$ cat src/rtl/core/tcp_flow_tracking_table_core_assert.svh
// ---------------------------------------------------------------------------
// Assertion macros for the flow tracking table core
// ---------------------------------------------------------------------------
`ifndef TCP_FLOW_TRACKING_TABLE_CORE_ASSERT_SVH
`define TCP_FLOW_TRACKING_TABLE_CORE_ASSERT_SVH

// same-cycle implication
`define TFLT_ASSERT_NOW(lbl, clk, rst_n, ante, cons) \
    lbl: assert property (@(posedge clk) disable iff (!rst_n) (ante) |-> (cons)) \
        else $error("tflt assertion failed");

// next-cycle implication
`define TFLT_ASSERT_NEXT(lbl, clk, rst_n, ante, cons) \
    lbl: assert property (@(posedge clk) disable iff (!rst_n) (ante) |=> (cons)) \
        else $error("tflt assertion failed");

`endif

$ cat src/rtl/core/tflt_pkg.sv
// ---------------------------------------------------------------------------
// tflt_pkg
// Shared types and constants of the TCP flow tracking table.
// ---------------------------------------------------------------------------
package tflt_pkg;

    localparam logic [31:0] DEFAULT_TIMEOUT = 32'd300;
    localparam int          MAX_RESULTS     = 16;

    localparam int FLAG_FIN_BIT = 0;
    localparam int FLAG_SYN_BIT = 1;
    localparam int FLAG_RST_BIT = 2;
    localparam int FLAG_ACK_BIT = 4;

    localparam logic [2:0] KIND_UNTRACKED = 3'd0;
    localparam logic [2:0] KIND_UPDATED   = 3'd1;
    localparam logic [2:0] KIND_CLOSED    = 3'd2;
    localparam logic [2:0] KIND_TIMEOUT   = 3'd3;
    localparam logic [2:0] KIND_FULL      = 3'd4;

    localparam logic CMD_PACKET = 1'b0;
    localparam logic CMD_SWEEP  = 1'b1;

    typedef struct packed {
        logic [31:0] sa;
        logic [31:0] da;
        logic [15:0] sp;
        logic [15:0] dp;
        logic        active;
        logic [31:0] spk;
        logic [31:0] rpk;
        logic [63:0] sb;
        logic [63:0] rb;
    } entry_t;

    typedef struct packed {
        logic capture;
        logic cmp;
        logic sel;
        logic upd;
        logic emit_pkt;
        logic sw_next;
        logic emit_sw;
    } ctrl_cmd_t;

    typedef struct packed {
        logic is_sweep;
        logic hit;
        logic free_any;
        logic syn;
        logic mask_empty;
        logic last;
        logic out_free;
    } ctrl_sts_t;

endpackage

$ cat src/rtl/core/tflt_ctrl.sv
// ---------------------------------------------------------------------------
// tflt_ctrl
// Sequencer for lookup, update and aging sweep.
// ---------------------------------------------------------------------------
`include "tcp_flow_tracking_table_core_assert.svh"

module tflt_ctrl (
    input  logic                clk,
    input  logic                rst_n,
    input  logic                in_valid,
    output logic                in_ready,
    input  tflt_pkg::ctrl_sts_t sts,
    output tflt_pkg::ctrl_cmd_t cmd
);

    typedef enum logic [8:0] {
        S_IDLE   = 9'b000000001,
        S_CMP    = 9'b000000010,
        S_SEL    = 9'b000000100,
        S_RD     = 9'b000001000,
        S_UPD    = 9'b000010000,
        S_EPKT   = 9'b000100000,
        S_SWNXT  = 9'b001000000,
        S_SWRD   = 9'b010000000,
        S_SWEMIT = 9'b100000000
    } state_t;

    state_t state_reg, state_next;

    always_ff @(posedge clk or negedge rst_n)
    begin
        if (!rst_n)
        begin
            state_reg <= S_IDLE;
        end
        else
        begin
            state_reg <= state_next;
        end
    end

    assign in_ready = (state_reg == S_IDLE);

    always_comb
    begin
        state_next = state_reg;
        cmd        = '0;
        unique case (state_reg)
            S_IDLE:
            begin
                if (in_valid)
                begin
                    cmd.capture = 1'b1;
                    state_next  = S_CMP;
                end
            end
            S_CMP:
            begin
                cmd.cmp    = 1'b1;
                state_next = sts.is_sweep ? S_SWNXT : S_SEL;
            end
            S_SEL:
            begin
                cmd.sel    = 1'b1;
                state_next = (sts.hit || (sts.syn && sts.free_any)) ? S_RD : S_EPKT;
            end
            S_RD:
            begin
                state_next = S_UPD;
            end
            S_UPD:
            begin
                if (sts.out_free)
                begin
                    cmd.upd    = 1'b1;
                    state_next = S_IDLE;
                end
            end
            S_EPKT:
            begin
                if (sts.out_free)
                begin
                    cmd.emit_pkt = 1'b1;
                    state_next   = S_IDLE;
                end
            end
            S_SWNXT:
            begin
                if (sts.mask_empty)
                begin
                    state_next = S_IDLE;
                end
                else
                begin
                    cmd.sw_next = 1'b1;
                    state_next  = S_SWRD;
                end
            end
            S_SWRD:
            begin
                state_next = S_SWEMIT;
            end
            S_SWEMIT:
            begin
                if (sts.out_free)
                begin
                    cmd.emit_sw = 1'b1;
                    state_next  = sts.last ? S_IDLE : S_SWNXT;
                end
            end
            default:
            begin
                state_next = S_IDLE;
            end
        endcase
    end

    `TFLT_ASSERT_NEXT(a_accept_to_cmp, clk, rst_n, in_valid && in_ready, state_reg == S_CMP)
    `TFLT_ASSERT_NOW(a_emit_needs_room, clk, rst_n, cmd.upd || cmd.emit_pkt || cmd.emit_sw, sts.out_free)
    `TFLT_ASSERT_NEXT(a_last_ends_sweep, clk, rst_n, cmd.emit_sw && sts.last, state_reg == S_IDLE)

endmodule

$ cat config.mk
export PLATFORM = sky130hd
export DESIGN_NAME = tflt_ctrl
export DESIGN_NICKNAME = d
export VERILOG_FILES = /design/src/rtl/core/tflt_pkg.sv /design/src/rtl/core/tflt_ctrl.sv
export VERILOG_INCLUDE_DIRS = /design/src /design/src/rtl/core
export SDC_FILE = /design/constraint.sdc
export NUM_CORES = 1
export LEC_CHECK = 0
export BUFFER_PORTS_ARGS = -buffer_cell sky130_fd_sc_hd__buf_2
export CAP_MARGIN = 10
export CORE_AREA = 4 4 41 43
export DETAILED_ROUTE_END_ITERATION = 16
export DIE_AREA = 0 0 45 47
export PLACE_DENSITY = 0.81
export SYNTH_ARGS = -nofsm -noshare
export SYNTH_HDL_FRONTEND = slang
export SYNTH_SLANG_ARGS = --single-unit
$ cat constraint.sdc
create_clock -name clk -period 4.08 [get_ports clk]
set_clock_uncertainty 0.05 [all_clocks]
set_input_delay 0.204 -clock clk [delete_from_list [all_inputs] [get_ports clk]]
set_output_delay 0.204 -clock clk [all_outputs]
set_load 0.05 [all_outputs]
Yosys cells after proc, flatten, opt, wreduce, memory -nomap -nowiden:

Cells that the tools add are included.

* register bits after elaboration: 9
* input bits: 10
* output and inout port bits: 8
* logic and storage cells: 35

* eq/ne operators: 12
* multiplexer cells: 18
* reductions and logical operators: 4

Operator list (count)
* one-hot mux 9 bit (8 select lines): 1
* 2-to-1 mux 9 bit: 3
* 2-to-1 mux 7 bit: 2
* 2-to-1 mux 1 bit: 10
* equality test 9 x 1 -> 1 bit, second input constant: 1
* equality test 9 x 2 -> 1 bit, second input constant: 1
* equality test 9 x 3 -> 1 bit, second input constant: 1
* equality test 9 x 4 -> 1 bit, second input constant: 1
* equality test 9 x 5 -> 1 bit, second input constant: 1
* equality test 9 x 6 -> 1 bit, second input constant: 1
* equality test 9 x 7 -> 1 bit, second input constant: 1
* equality test 9 x 8 -> 1 bit, second input constant: 1
* equality test 9 bit, second input constant: 1
* 2-to-1 mux 8 bit: 1
* 2-to-1 mux 6 bit: 1
* inequality test 2 bit, second input constant: 2
* AND reduction 3 bit: 1
* inequality test 2 x 1 -> 1 bit, second input constant: 1
* OR reduction 2 bit: 1
* logical AND 1 bit: 1
* logical OR 1 bit: 1

Depth between registers and ports, before layout:

* depth after elaboration: 4
* mapped depth: 5
* mapped depth without buffers: 4

Worst setup path after synthesis:

No wires, ideal clock.

* kind: register -> output
* from: register state_reg[0]
* to: output port cmd[1] (netlist name)
* arrival time: 2.524 ns
* data required time: 3.826 ns
* path slack: 1.302 ns
* stages on the path, launching flop included: 5
* path buffers: 1
* cell sequence: dfstp_2 > clkbuf_1 > nor4_2 > nand2_1 > nor4_1

RTL lines
* from (decl): RTL line tflt_ctrl.sv:28 `state_t state_reg, state_next;`
* from (signal assigned): RTL line tflt_ctrl.sv:38 `state_reg <= state_next;`
* to (decl): RTL line tflt_ctrl.sv:13 `output tflt_pkg::ctrl_cmd_t cmd`

==> flow_summary.toml <==
[clock_tree]
htreeDepth = 1
clkLatencyLatePin_ns = 0.26
post_cts_buffers = 0
cts_resized = 0
clk_pin_slew_ns = 0.07
cts.sinks = 9
cts_tree = "done"
cts_buffer_depth = 2
cts_buffers = 3
root_buffer = "clkbuf_4"
hold_buffers = 1

[route]
routed_wl_mm = 1.57
final_antenna_net_count = 0
vias_per_cell = 6.32
first_pass_iters = 4
routed-via-count = 676
wl_per_cell_um = 14.7
drc = 0
drtIter0Drc = 25

[global_routing]
antenna_found_initial = 0
grt-ovfl-total = 0
grt_pass1_wl_mm = 2.64
grt_pass1_vias = 610
grt_max_degree = 17
grt_usage_pct = 16.9

[floorplan]
die-width_um = 45
chipHeight_um = 47
start_util_pct = 53.4
rows = 13
pin_count = 18
dieArea_um2 = 2120
core-area_um2 = 1300

[final_layout]
final_nets = 103
fin_cells = 107
final_common_cell = "buf_2"
largest_reg_flops = 9
drive_gt1_share_pct = 33.7
layout_common_cells = "buf_2, dfrtp_1, o21ai_0"
syn_to_final_growth_pct = 13.9
diodes = 0
final_cell_area_um2 = 791
fin_util_pct = 60.8

[place]
routabilityCongestion = 0.882
dpl.cell_count = 102
port_buffers = 17
hpwl_mm = 1.23
placed_area_um2 = 753

[synthesis]
syn-mean-instance-area_um2 = 8.90
ys_ff_latch = 9
synth_top_area_cell = "dfrtp_1"
yosysWarnings = 0
synth_area_leaders = "dfrtp_1, o21ai_0, dfstp_2"
syn_inst = 78
syn_area_um2 = 694
seq_area_frac_synth_pct = 32.6
ys_types = 39
synth_top_area_share_pct = 28.8
synth_fp_nets = 88

[timing]
max_freq_ghz = 0.440
setup_viol = 0
rsz0062_at_grt = "no"
min_period_over_period_pct = 55.8
setup-tns-final_ns = 0
tightestPinTransition_ns = 0.554
finalHoldViolCount = 0
fin_crit_ns = 2.27
final_max_slew_viol_count = 0
slew_headroom_pct = 62.7

[worst_setup_path]
end_kind = "output pin"
rr_worst_depth = 4
cpMaxStageDelayCell = "nor4_1"
cp.arrival_ns = 2.02
start_kind = "flip-flop"
r2r-start = "state_reg[1]$_DFFE_PN0P_"
path_delay_family = "simple AND/OR/NAND/NOR gates"
r2r_slack_ns = 2.37
crit_chain = "nor4_1 > nand4_1 > inv_1 > and2_1 > buf_2"
crit_required_ns = 3.83
worst_path_largest_cell_delay_ns = 0.56
cp_max_fo = 8
r2r-end = "state_reg[8]$_DFFE_PN0P_"
crit_buf_inv = 2
critPathKind = "reg -> out"

[power_and_ir_drop]
power_leakage_uw = 0.000369
powerDensity_nw_per_um2 = 504
ir_drop_mv = 0.337

[run]
maxCapViolations = 0

[hold_path]
min_from = "sts[6]"
whs_path_depth = 2
hold_path_class = "in -> reg"
worstHoldEndpoint = "state_reg[2]$_DFFE_PN0P_"

[status]
status = "finished, final reports clean"
==> metrics by stage <==
stage	setup slack [ns]	hold slack, ns	total power (uW)
after CTS	1.87	0.0611	399
final	1.81	0.0606	399
after global placement	2.18	0.0143	327
after floorplan	1.30	-0.142	291
after detailed placement	2.16	0.0136	328
after global routing	1.70	0.0598	426
==> logic make-up after synthesis <==
logic type             synth area share [%]
XOR/XNOR                               3.78
AO/OA/AOI/OAI                          18.2
buffers and inverters                  7.57
AND/OR/NAND/NOR                        37.8
flip-flops                             32.6
==> power by group <==
part	internal, uW	switching, uW	total, uW
clock network	36.2	34.5	70.7
logic	66.1	123	189
registers	106	32.8	139
==> how the worst max path moves through the flow <==
stage / start / end / slack, ns / cells after the start
after floorplan: state_reg[0]$_DFFE_PN1P_ / cmd[1] / 1.30 / 4
after global placement: state_reg[5]$_DFFE_PN0P_ / cmd[6] / 2.18 / 5
after detailed placement: state_reg[5]$_DFFE_PN0P_ / cmd[6] / 2.16 / 5
after CTS: state_reg[5]$_DFFE_PN0P_ / cmd[6] / 1.87 / 5
after global routing: state_reg[7]$_DFFE_PN0P_ / cmd[6] / 1.70 / 5
final: state_reg[5]$_DFFE_PN0P_ / cmd[6] / 1.81 / 5
==> layout make-up <==
class,instances,area (um^2)
multi-input cells,59,415
flip-flops and latches,9,226
well taps,15,18.8
fillers,115,510
clock inverters,1,5.00
clock buffers,3,22.5
inverters,2,7.51
repair buffers,18,95.1
==> cells in the mapped netlist (all sizes together) <==
cell	instances
or4	1
dfstp	1
o21ai	7
nand4bb	1
a31o	1
nand3b	1
dfrtp	8
a32o	1
o41ai	1
buf	5
or2	1
and3	1
and2b	1
o221ai	1
nand3	2
nand4	1
o2111ai	2
and4	2
nor3b	2
nand4b	1
nor4bb	1
nor2b	2
and2	2
nor2	4
clkbuf	3
nor3	3
xor2	3
inv	2
nand2	4
nor4b	1
nor4	5
o22ai	1
o211ai	1
nand2b	2
a21oi	3
==> metal layers <==
layer  up-vias  wire length (um)  global-route usage, %
li1        325                 -                      -
met5         -                 0                      0
met4         0                20                   7.60
met3         4               144                   2.30
met2        40               747                   27.1
met1       307               661                   22.7
(Power assumes the default switching activity.)
